$ cat src/rtl/core/crt_pkg.sv
// ----------------------------------------------------------------------------
// crt_pkg
// Types and codes shared by the retransmission table modules.
// ----------------------------------------------------------------------------
package crt_pkg;

   localparam logic [1:0] REQ_SENT = 2'd0;
   localparam logic [1:0] REQ_RECV = 2'd1;
   localparam logic [1:0] REQ_TICK = 2'd2;

   localparam logic [1:0] KIND_CON = 2'd0;
   localparam logic [1:0] KIND_NON = 2'd1;
   localparam logic [1:0] KIND_ACK = 2'd2;
   localparam logic [1:0] KIND_RST = 2'd3;

   localparam logic [3:0] EV_ACCEPTED    = 4'd0;
   localparam logic [3:0] EV_UNSUPPORTED = 4'd1;
   localparam logic [3:0] EV_DUPLICATE   = 4'd2;
   localparam logic [3:0] EV_FULL        = 4'd3;
   localparam logic [3:0] EV_IGNORED     = 4'd4;
   localparam logic [3:0] EV_REMOVED     = 4'd5;
   localparam logic [3:0] EV_RESEND      = 4'd6;
   localparam logic [3:0] EV_RESEND_GIVE = 4'd7;
   localparam logic [3:0] EV_GIVE_UP     = 4'd8;
   localparam logic [3:0] EV_SCAN_DONE   = 4'd9;

   localparam logic [1:0] CSR_ACK_TIMEOUT    = 2'd0;
   localparam logic [1:0] CSR_MAX_TRIES      = 2'd1;
   localparam logic [1:0] CSR_TRANSPORT_MASK = 2'd2;

   localparam logic [15:0] ACK_TIMEOUT_RST = 16'd2000;
   localparam logic [3:0]  MAX_TRIES_RST   = 4'd4;
   localparam logic [7:0]  TRANSPORT_RST   = 8'hFF;
   localparam logic [9:0]  RND_SCALE       = 10'd1000;
   localparam logic [3:0]  TRIES_SAT       = 4'hF;

   typedef struct packed {
      logic [15:0] msg_id;
      logic [7:0]  transport;
      logic [15:0] tag;
      logic [31:0] stamp;
      logic [15:0] timeout;
      logic [3:0]  tries;
   } entry_type;

   typedef struct packed {
      logic start;
      logic chk;
      logic rd;
      logic ld;
      logic dec;
      logic fin;
   } cmd_type;

   typedef struct packed {
      logic need_scan;
      logic scan_end;
      logic dec_emit;
      logic out_busy;
   } status_type;

endpackage

$ cat src/rtl/core/crt_ram.sv
// ----------------------------------------------------------------------------
// crt_ram
// Generic single write, single read RAM with registered read data.
// ----------------------------------------------------------------------------
module crt_ram #(
   parameter int WIDTH = 8,
   parameter int DEPTH = 16
) (
   input  logic                                       clock,
   input  logic                                       wr_en,
   input  logic [((DEPTH > 1) ? $clog2(DEPTH) : 1)-1:0] wr_addr,
   input  logic [WIDTH-1:0]                           wr_data,
   input  logic                                       rd_en,
   input  logic [((DEPTH > 1) ? $clog2(DEPTH) : 1)-1:0] rd_addr,
   output logic [WIDTH-1:0]                           rd_data
);
   logic [WIDTH-1:0] mem_ff [DEPTH];
   logic [WIDTH-1:0] rd_data_ff;

   always_ff @(posedge clock) begin
      if (wr_en) begin
         mem_ff[wr_addr] <= wr_data;
      end
      if (rd_en) begin
         rd_data_ff <= mem_ff[rd_addr];
      end
   end

   assign rd_data = rd_data_ff;
endmodule

$ cat src/rtl/core/crt_ctrl.sv
// ----------------------------------------------------------------------------
// crt_ctrl
// Sequencer: request intake, table pass one entry at a time, final result.
// ----------------------------------------------------------------------------
module crt_ctrl (
   input  logic                clock,
   input  logic                reset,
   input  logic                req_valid,
   output logic                req_stall,
   input  crt_pkg::status_type status,
   output crt_pkg::cmd_type    cmd
);
   import crt_pkg::*;

   typedef enum logic [2:0] {
      ST_IDLE, ST_CHK, ST_RD, ST_LD, ST_DEC, ST_FIN
   } state_type;

   state_type state_ff, state_in;
   logic      stall_ff, stall_in;

   always_comb begin
      cmd       = '0;
      state_in  = state_ff;
      stall_in  = stall_ff;
      unique case (state_ff)
         ST_IDLE: begin
            if (req_valid && !stall_ff) begin
               cmd.start = 1'b1;
               state_in  = ST_CHK;
               stall_in  = 1'b1;
            end
         end
         ST_CHK: begin
            cmd.chk  = 1'b1;
            state_in = status.need_scan ? ST_RD : ST_FIN;
         end
         ST_RD: begin
            if (status.scan_end) begin
               state_in = ST_FIN;
            end else begin
               cmd.rd   = 1'b1;
               state_in = ST_LD;
            end
         end
         ST_LD: begin
            cmd.ld   = 1'b1;
            state_in = ST_DEC;
         end
         ST_DEC: begin
            if (!(status.dec_emit && status.out_busy)) begin
               cmd.dec  = 1'b1;
               state_in = ST_RD;
            end
         end
         ST_FIN: begin
            if (!status.out_busy) begin
               cmd.fin  = 1'b1;
               state_in = ST_IDLE;
               stall_in = 1'b0;
            end
         end
         default: state_in = ST_IDLE;
      endcase
   end

   always_ff @(posedge clock) begin
      if (reset) begin
         state_ff <= ST_IDLE;
         stall_ff <= 1'b0;
      end else begin
         state_ff <= state_in;
         stall_ff <= stall_in;
      end
   end

   assign req_stall = stall_ff;
endmodule

$ cat src/rtl/core/crt_datapath.sv
// ----------------------------------------------------------------------------
// crt_datapath
// Request registers, millisecond clock, table RAM with compacting pass,
// backoff compare and result register.
// ----------------------------------------------------------------------------
module crt_datapath #(
   parameter int ENTRIES = 16
) (
   input  logic                clock,
   input  logic                reset,
   input  crt_pkg::cmd_type    cmd,
   output crt_pkg::status_type status,
   input  logic                csr_write_en,
   input  logic [1:0]          csr_index,
   input  logic [15:0]         csr_wdata,
   input  logic [1:0]          req_type,
   input  logic [7:0]          req_transport,
   input  logic [1:0]          req_msg_kind,
   input  logic [15:0]         req_msg_id,
   input  logic                req_code_empty,
   input  logic [15:0]         req_buffer_tag,
   input  logic [7:0]          req_random_byte,
   output logic                rsp_valid,
   input  logic                rsp_stall,
   output logic [3:0]          rsp_event_res,
   output logic [15:0]         rsp_msg_id_res,
   output logic [7:0]          rsp_transport_res,
   output logic [15:0]         rsp_buffer_tag_res,
   output logic                rsp_return_pdu,
   output logic [3:0]          rsp_tries,
   output logic                rsp_last
);
   import crt_pkg::*;

   localparam int IW = (ENTRIES > 1) ? $clog2(ENTRIES) : 1;
   localparam int CW = $clog2(ENTRIES + 1);
   localparam int EW = $bits(entry_type);

   logic [15:0]   ack_timeout_ff;
   logic [3:0]    max_tries_ff;
   logic [7:0]    mask_ff;
   logic [31:0]   now_ff;
   logic [CW-1:0] count_ff, rp_ff, wp_ff;

   logic [1:0]    type_ff, kind_ff;
   logic [7:0]    tr_ff, rnd_ff;
   logic [15:0]   id_ff, tag_ff, tmo_new_ff;
   logic          empty_ff, dup_ff, found_ff;
   entry_type     cap_ff, ent_ff;
   logic [31:0]   elapsed_ff, limit_ff;

   logic          rsp_valid_ff;
   logic [3:0]    ev_ff, tries_out_ff;
   logic [15:0]   id_out_ff, tag_out_ff;
   logic [7:0]    tr_out_ff;
   logic          rp_out_ff, last_ff;

   logic [EW-1:0] rd_word;
   entry_type     rd_ent, wr_ent;
   logic          we;
   logic [IW-1:0] waddr;

   logic          tr_ok, sent_ok, recv_ok, full, match, resend, give;
   logic [3:0]    new_tries;
   logic [17:0]   rnd_prod;
   logic [16:0]   tmo_sum;

   logic          emit;
   logic [3:0]    ev_in, tries_in;
   logic [15:0]   id_in, tag_in;
   logic [7:0]    tr_in;
   logic          rp_in;

   assign rd_ent   = entry_type'(rd_word);
   assign tr_ok    = (mask_ff & tr_ff) != 8'd0;
   assign sent_ok  = tr_ok && (kind_ff == KIND_CON);
   assign recv_ok  = tr_ok && ((kind_ff == KIND_ACK) || (kind_ff == KIND_RST));
   assign full     = count_ff >= CW'(ENTRIES);
   assign match    = (ent_ff.msg_id == id_ff) && (ent_ff.transport == tr_ff);
   assign resend   = elapsed_ff >= limit_ff;
   assign new_tries = (resend && (ent_ff.tries != TRIES_SAT)) ? ent_ff.tries + 4'd1
                                                             : ent_ff.tries;
   assign give     = new_tries >= max_tries_ff;
   assign rnd_prod = 18'(RND_SCALE) * 18'(rnd_ff);
   assign tmo_sum  = 17'(ack_timeout_ff) + 17'(rnd_prod[17:8]);

   assign status.need_scan = (type_ff == REQ_SENT && sent_ok) ||
                             (type_ff == REQ_RECV && recv_ok) || (type_ff == REQ_TICK);
   assign status.scan_end  = rp_ff == count_ff;
   assign status.dec_emit  = (type_ff == REQ_TICK) && (resend || give);
   assign status.out_busy  = rsp_valid_ff && rsp_stall;

   always_comb begin
      we     = 1'b0;
      waddr  = wp_ff[IW-1:0];
      wr_ent = ent_ff;
      if (cmd.dec) begin
         priority case (type_ff)
            REQ_RECV: we = found_ff || !match;
            REQ_TICK: begin
               we = !give;
               wr_ent.tries = new_tries;
               if (resend) begin
                  wr_ent.stamp = now_ff;
               end
            end
            default: we = 1'b0;
         endcase
      end else if (cmd.fin && type_ff == REQ_SENT && sent_ok && !dup_ff && !full) begin
         we     = 1'b1;
         waddr  = count_ff[IW-1:0];
         wr_ent = '{msg_id: id_ff, transport: tr_ff, tag: tag_ff, stamp: now_ff,
                    timeout: tmo_new_ff, tries: 4'd0};
      end
   end

   crt_ram #(.WIDTH(EW), .DEPTH(ENTRIES)) u_table (
      .clock   (clock),
      .wr_en   (we),
      .wr_addr (waddr),
      .wr_data (EW'(wr_ent)),
      .rd_en   (cmd.rd),
      .rd_addr (rp_ff[IW-1:0]),
      .rd_data (rd_word)
   );

   always_ff @(posedge clock) begin
      if (reset) begin
         ack_timeout_ff <= ACK_TIMEOUT_RST;
         max_tries_ff   <= MAX_TRIES_RST;
         mask_ff        <= TRANSPORT_RST;
         now_ff         <= '0;
         count_ff       <= '0;
      end else begin
         if (csr_write_en) begin
            unique case (csr_index)
               CSR_ACK_TIMEOUT:    ack_timeout_ff <= csr_wdata;
               CSR_MAX_TRIES:      max_tries_ff   <= csr_wdata[3:0];
               CSR_TRANSPORT_MASK: mask_ff        <= csr_wdata[7:0];
               default:            ;
            endcase
         end
         if (cmd.chk && type_ff == REQ_TICK) begin
            now_ff <= now_ff + 32'd1;
         end
         if (cmd.fin) begin
            if (type_ff == REQ_SENT) begin
               if (sent_ok && !dup_ff && !full) begin
                  count_ff <= CW'(count_ff + 1'b1);
               end
            end else if (type_ff == REQ_TICK || (type_ff == REQ_RECV && recv_ok)) begin
               count_ff <= wp_ff;
            end
         end
      end
   end

   always_ff @(posedge clock) begin
      if (cmd.start) begin
         type_ff  <= req_type;
         tr_ff    <= req_transport;
         kind_ff  <= req_msg_kind;
         id_ff    <= req_msg_id;
         empty_ff <= req_code_empty;
         tag_ff   <= req_buffer_tag;
         rnd_ff   <= req_random_byte;
         rp_ff    <= '0;
         wp_ff    <= '0;
         dup_ff   <= 1'b0;
         found_ff <= 1'b0;
      end
      if (cmd.chk) begin
         tmo_new_ff <= tmo_sum[16] ? 16'hFFFF : tmo_sum[15:0];
      end
      if (cmd.ld) begin
         ent_ff     <= rd_ent;
         elapsed_ff <= now_ff - rd_ent.stamp;
         limit_ff   <= 32'(rd_ent.timeout) << rd_ent.tries;
      end
      if (cmd.dec) begin
         rp_ff <= CW'(rp_ff + 1'b1);
         if (we) begin
            wp_ff <= CW'(wp_ff + 1'b1);
         end
         if (type_ff == REQ_SENT && match) begin
            dup_ff <= 1'b1;
         end
         if (type_ff == REQ_RECV && !found_ff && match) begin
            found_ff <= 1'b1;
            cap_ff   <= ent_ff;
         end
      end
   end

   always_comb begin
      emit     = cmd.fin || (cmd.dec && status.dec_emit);
      ev_in    = EV_IGNORED;
      id_in    = '0;
      tr_in    = '0;
      tag_in   = '0;
      rp_in    = 1'b0;
      tries_in = '0;
      if (cmd.dec) begin
         ev_in    = resend ? (give ? EV_RESEND_GIVE : EV_RESEND) : EV_GIVE_UP;
         id_in    = ent_ff.msg_id;
         tr_in    = ent_ff.transport;
         tag_in   = ent_ff.tag;
         tries_in = new_tries;
      end else begin
         unique case (type_ff)
            REQ_SENT: begin
               ev_in  = !sent_ok ? EV_UNSUPPORTED : dup_ff ? EV_DUPLICATE
                      : full ? EV_FULL : EV_ACCEPTED;
               id_in  = id_ff;
               tr_in  = tr_ff;
               tag_in = tag_ff;
            end
            REQ_RECV: begin
               if (found_ff) begin
                  ev_in    = EV_REMOVED;
                  id_in    = cap_ff.msg_id;
                  tr_in    = cap_ff.transport;
                  tag_in   = cap_ff.tag;
                  rp_in    = empty_ff;
                  tries_in = cap_ff.tries;
               end else begin
                  id_in = id_ff;
                  tr_in = tr_ff;
               end
            end
            REQ_TICK: ev_in = EV_SCAN_DONE;
            default:  ev_in = EV_IGNORED;
         endcase
      end
   end

   always_ff @(posedge clock) begin
      if (reset) begin
         rsp_valid_ff <= 1'b0;
      end else if (emit) begin
         rsp_valid_ff <= 1'b1;
      end else if (!rsp_stall) begin
         rsp_valid_ff <= 1'b0;
      end
   end

   always_ff @(posedge clock) begin
      if (emit) begin
         ev_ff        <= ev_in;
         id_out_ff    <= id_in;
         tr_out_ff    <= tr_in;
         tag_out_ff   <= tag_in;
         rp_out_ff    <= rp_in;
         tries_out_ff <= tries_in;
         last_ff      <= cmd.fin;
      end
   end

   assign rsp_valid          = rsp_valid_ff;
   assign rsp_event_res      = ev_ff;
   assign rsp_msg_id_res     = id_out_ff;
   assign rsp_transport_res  = tr_out_ff;
   assign rsp_buffer_tag_res = tag_out_ff;
   assign rsp_return_pdu     = rp_out_ff;
   assign rsp_tries          = tries_out_ff;
   assign rsp_last           = last_ff;
endmodule

$ cat src/rtl/core/confirmable_retransmit_table_unit.sv
// Sequence: a request's final result follows the table pass; each entry goes through a RAM read,
// a load and a decide-and-write-back state in turn, and a request with no search skips the pass.
// Throughput: one request at a time; the next is taken in the cycle after the final result is
// registered. The table pass, one entry at a time, sets this; result stalls add to it.
// Reset (synchronous): clock and entry count clear, configuration registers return to defaults
// and the result valid clears; no RAM clearing pass.
// ----------------------------------------------------------------------------
// confirmable_retransmit_table_unit
// Confirmable message table with exponential backoff retransmission.
// ----------------------------------------------------------------------------
module confirmable_retransmit_table_unit #(
   parameter int ENTRIES = 16
) (
   input  logic        clock,
   input  logic        reset,
   input  logic        csr_write_en,
   input  logic [1:0]  csr_index,
   input  logic [15:0] csr_wdata,
   input  logic        req_valid,
   output logic        req_stall,
   input  logic [1:0]  req_type,
   input  logic [7:0]  req_transport,
   input  logic [1:0]  req_msg_kind,
   input  logic [15:0] req_msg_id,
   input  logic        req_code_empty,
   input  logic [15:0] req_buffer_tag,
   input  logic [7:0]  req_random_byte,
   output logic        rsp_valid,
   input  logic        rsp_stall,
   output logic [3:0]  rsp_event_res,
   output logic [15:0] rsp_msg_id_res,
   output logic [7:0]  rsp_transport_res,
   output logic [15:0] rsp_buffer_tag_res,
   output logic        rsp_return_pdu,
   output logic [3:0]  rsp_tries,
   output logic        rsp_last
);
   import crt_pkg::*;

   cmd_type    cmd;
   status_type status;

   crt_ctrl u_ctrl (
      .clock     (clock),
      .reset     (reset),
      .req_valid (req_valid),
      .req_stall (req_stall),
      .status    (status),
      .cmd       (cmd)
   );

   crt_datapath #(.ENTRIES(ENTRIES)) u_dp (
      .clock              (clock),
      .reset              (reset),
      .cmd                (cmd),
      .status             (status),
      .csr_write_en       (csr_write_en),
      .csr_index          (csr_index),
      .csr_wdata          (csr_wdata),
      .req_type           (req_type),
      .req_transport      (req_transport),
      .req_msg_kind       (req_msg_kind),
      .req_msg_id         (req_msg_id),
      .req_code_empty     (req_code_empty),
      .req_buffer_tag     (req_buffer_tag),
      .req_random_byte    (req_random_byte),
      .rsp_valid          (rsp_valid),
      .rsp_stall          (rsp_stall),
      .rsp_event_res      (rsp_event_res),
      .rsp_msg_id_res     (rsp_msg_id_res),
      .rsp_transport_res  (rsp_transport_res),
      .rsp_buffer_tag_res (rsp_buffer_tag_res),
      .rsp_return_pdu     (rsp_return_pdu),
      .rsp_tries          (rsp_tries),
      .rsp_last           (rsp_last)
   );
endmodule

$ cat config.mk
export PLATFORM = sky130hd
export DESIGN_NAME = confirmable_retransmit_table_unit
export DESIGN_NICKNAME = d
export VERILOG_FILES = /design/src/rtl/core/crt_pkg.sv /design/src/rtl/core/crt_ram.sv /design/src/rtl/core/crt_ctrl.sv /design/src/rtl/core/crt_datapath.sv /design/src/rtl/core/confirmable_retransmit_table_unit.sv
export SDC_FILE = /design/constraint.sdc
export NUM_CORES = 2
export LEC_CHECK = 0
export BUFFER_PORTS_ARGS = -buffer_cell sky130_fd_sc_hd__clkbuf_2
export CAP_MARGIN = 20
export CORE_MARGIN = 2
export CORE_UTILIZATION = 35
export CTS_CLUSTER_DIAMETER = 200
export CTS_CLUSTER_SIZE = 14
export DETAILED_ROUTE_END_ITERATION = 6
export GPL_TIMING_DRIVEN = 0
export PLACE_DENSITY = 0.55
export SYNTH_ARGS = -nofsm -noshare
export SYNTH_HDL_FRONTEND = slang
export SYNTH_SLANG_ARGS = --single-unit
$ cat constraint.sdc
create_clock -name clock -period 19.3 [get_ports clock]
set_input_delay 0.965 -clock clock [delete_from_list [all_inputs] [get_ports clock]]
set_output_delay 0.965 -clock clock [all_outputs]
set_load 0.005 [all_outputs]
==> metrics.md <==
| Metric | Value |
|---|---|
| Outcome | `finished clean` |
| Hold path startpoint | `req_random_byte[2]` |
| CP endpoint kind | `flip-flop` |
| Required time worst endpoint | `19.80 ns` |
| RSZ-0062 raised after global routing | `no` |
| Commonest non-fill, non-tap cells in the layout | `1887 x edfxtp_1, 464 x mux4_2, 196 x nor2_1` |
| PD cells | `145 mW/mm2` |
| Die Width | `478 um` |
| Fin util | `40.8%` |
| Max-slew headroom | `19.6%` |
| Synth cell types | `76` |
| Vias | `40131` |
| YS warnings | `0` |
| Post-synth EDFFs | `1887` |
| GRT Total Usage | `a little under a fifth` |
| WHS Path Cells | `1` |
| CTS root buffer | `clkbuf_16` |
| Post-route cell area | `0.0910 mm2` |
| Core area | `between 0.2 and 0.25 mm2` |
| Worst Hold Path EP | `u_dp.rnd_ff[2]$_DFFE_PP_` |
| CTS tree | `done` |
| Detailed Route WL | `215000 um` |
| Post-DR vias/cell | `5.39` |
| Antenna violations before repair | `16` |
| Post-Synthesis Net Count | `4167` |
| Worst-path clk slew | `0.07 ns` |
| CP max FO | `18` |
| Seq cells post-synth | `1964` |
| Static leakage | `29.3 nW` |
| TritonRoute pass-1 iters | `7` |
| Async SR Flop Fraction | `0%` |
| Starting DRT DRC Count | `4761` |
| RD Place Congestion | `0.783` |
| Floorplan row count | `173` |
| Cells after Synth | `3947` |
| R2r startpoint | `u_dp.elapsed_ff[0]$_DFFE_PN_` |
| Clock Skew | `0.0631 ns` |
| Clk_lat worst skew | `0.83 ns` |
| Slew @ Worst Pin | `between 1 and 1.5 ns` |
| Max stage delay on crit path | `0.72 ns` |
| Seq/Total Area, Yosys | `74.0%` |
| CP Launch Type | `flip-flop` |
| Final Net Count | `between 4000 and 5000` |
| Fmax | `0.133 GHz` |
| Max Cap Viol | `0` |
| Post-CTS setup buffer count | `0` |
| Reg2reg end | `u_dp.u_table.mem_ff[2][54]$_DFFE_PP_` |
| DR DRC count | `0` |
| R2R depth | `25` |
| Commonest non-fill, non-tap cell in the layout | `edfxtp_1` |
| Vias in the first global route | `40190` |
| Final Max Tran Viols | `0` |
| CP max-delay cell | `a31oi_1` |
| Final setup fails | `0` |
| DIE HEIGHT | `roughly 480 um` |
| Placed inst area | `0.0864 mm2` |
| Post-DRT Antenna Nets | `0` |
| IO Count | `128` |
| Share of layout cells above drive strength 1 | `23.7%` |
| # H-tree levels | `4` |
| # port buffers | `126` |
| Clk sinks | `1964` |
| Synth Cell Area | `0.0786 mm2` |
| Most used DFF post-synth | `edfxtp_1` |
| TritonCTS buffer count | `roughly 160` |
| Starting Density | `35.3%` |
| Clk buf depth | `3` |
| Max IR drop VDD | `0.000228 V` |
| Post-CTS sizing | `0` |
| Routed len/inst | `28.8 um` |
| Tcrit/Tclk final | `38.9%` |
| Data arrival, critical path | `about 8 ns` |
| Die area | `about 0.23 mm2` |
| Pin count of the biggest net entering global routing | `46` |
| Global-route wire length before repair | `around 300000 um` |
| Worst hold path type | `in -> reg` |
| Setup CP Type | `reg -> reg` |
| DP HPWL | `about 150000 um` |
| Syn Area/Cell | `19.9 um2` |
| R2R setup slack | `11.79 ns` |
| # hold bufs at CTS | `0` |
| Layout area overhead | `15.7%` |
| Fin crit period | `7.51 ns` |
| Hold Violations, Final | `0` |
| Congestion Overflow GR | `0` |
[power by group]
group | switching (W) | internal, W | leakage [nW]
clock network | 0.00149 | 0.00154 | 2.16
registers | 0.000168 | 0.00520 | 17.7
logic | 0.00267 | 0.00213 | 9.48
[state kept, by name, indices dropped and copies added, names as in the netlist, 31 cells and up]
name and count:
u_dp.u_table.rd_data 92, u_dp.ent_ff 92, u_dp.cap_ff 44, u_dp.elapsed_ff 32, u_dp.u_table.mem_ff 1472, u_dp.now_ff 32, u_dp.limit_ff 31
[cell type report]
| cell class | instances | area (um2) |
|---|---|---|
| repair buffers | 302 | 4010 |
| fillers | 19630 | 132000 |
| flip-flops and latches | 1964 | 58200 |
| clock buffers | 207 | 4220 |
| well taps | 2975 | 3720 |
| clock inverters | 12 | 250 |
| plain buffers | 174 | 679 |
| inverters | 123 | 464 |
| multi-input cells | 1686 | 19400 |
| diodes | 1 | 2.50 |
[per-stage QoR]
stage / hold WS [ns] / setup TNS (ns) / total power (W) / setup WS [ns] / cells
after floorplan: 0.400 / 0 / 0.00861 / 10.34 / 3947
after global placement: 0.403 / -184.78 / 0.0101 / -2.50 / 7048
after detailed placement: 0.405 / 0 / 0.0103 / 11.88 / 7214
after CTS: 0.262 / 0 / 0.0133 / 11.81 / 7433
after global routing: 0.275 / 0 / 0.0139 / 11.47 / 7444
final: 0.326 / 0 / 0.0132 / 11.79 / 7444
[synth_stat cells (15+ instances only)]
| cell | instances | area share, % |
|---|---|---|
| nor2_1 | 212 | 1.0 |
| xor2_1 | 50 | 0.56 |
| edfxtp_1 | 1887 | 72 |
| mux2_2 | 68 | 0.97 |
| a221oi_1 | 42 | 0.47 |
| mux4_2 | 464 | 13 |
| o21ai_0 | 44 | 0.28 |
| a21o_1 | 32 | 0.31 |
| ha_1 | 121 | 1.9 |
| buf_1 | 32 | 0.15 |
| nand2_1 | 147 | 0.70 |
| nand3b_1 | 18 | 0.17 |
| mux2_1 | 31 | 0.44 |
| xnor2_1 | 54 | 0.60 |
| fa_1 | 23 | 0.59 |
| dfxtp_1 | 77 | 2.0 |
| nor2b_1 | 21 | 0.17 |
| clkbuf_1 | 131 | 0.63 |
| a21oi_1 | 79 | 0.50 |
| inv_1 | 121 | 0.58 |
| mux2i_1 | 21 | 0.27 |
| nand3_1 | 31 | 0.20 |
| nand4_1 | 26 | 0.21 |
| nor3_1 | 19 | 0.12 |
| a31oi_1 | 15 | 0.12 |
[kinds of logic (layout without fill, tap and decap cells)]
group,count (synthesis),in the layout,synth area share [%]
muxes,584,584,15.0
AOI/OAI and AO/OA,298,298,2.54
DFF,1964,1964,74.0
and+or+nand+nor,556,556,3.32
adders and majority gates,144,144,2.51
other,0,1,0
xor gates and xnor gates,104,104,1.16
buffers and inverters,297,818,1.45
[routing by layer]
metal / track usage [%] / wire length (um) / vias up
li1: - / - / 16855
met1: 26.7 / 93700 / 21532
met2: 29.6 / 101000 / 1447
met3: 2.83 / 13600 / 287
met4: 5.32 / 6160 / 10
met5: 0 / 62 / -
[worst max-delay path by stage]
stage	startpoint	end	slack, ns	depth (start not counted)
after floorplan	u_dp.elapsed_ff[27]$_DFFE_PN_	u_dp.u_table.mem_ff[3][0]$_DFFE_PP_	10.34	18
after global placement	u_dp.rp_ff[0]$_SDFFCE_PN0P_	u_ctrl.state_ff[1]$_SDFFE_PP0P_	-2.50	8
after detailed placement	u_dp.limit_ff[9]$_DFFE_PN_	u_dp.u_table.mem_ff[2][58]$_DFFE_PP_	11.88	25
after CTS	u_dp.elapsed_ff[0]$_DFFE_PN_	u_dp.u_table.mem_ff[2][56]$_DFFE_PP_	11.81	25
after global routing	u_dp.elapsed_ff[0]$_DFFE_PN_	u_dp.u_table.mem_ff[2][54]$_DFFE_PP_	11.47	25
final	u_dp.elapsed_ff[0]$_DFFE_PN_	u_dp.u_table.mem_ff[2][54]$_DFFE_PP_	11.79	25
[worst max-delay path: cells and delay by family (launching register included)]
family	cells	cell delay (ns)
AND/OR/NAND/NOR	5	1.67
buffers and inverters	6	1.16
adder cells (fa/ha/maj)	2	0.49
XOR/XNOR	1	0.29
flip-flops	1	0.42
AO/OA/AOI/OAI	11	3.11
No activity file was read; power rests on OpenSTA's default activity.
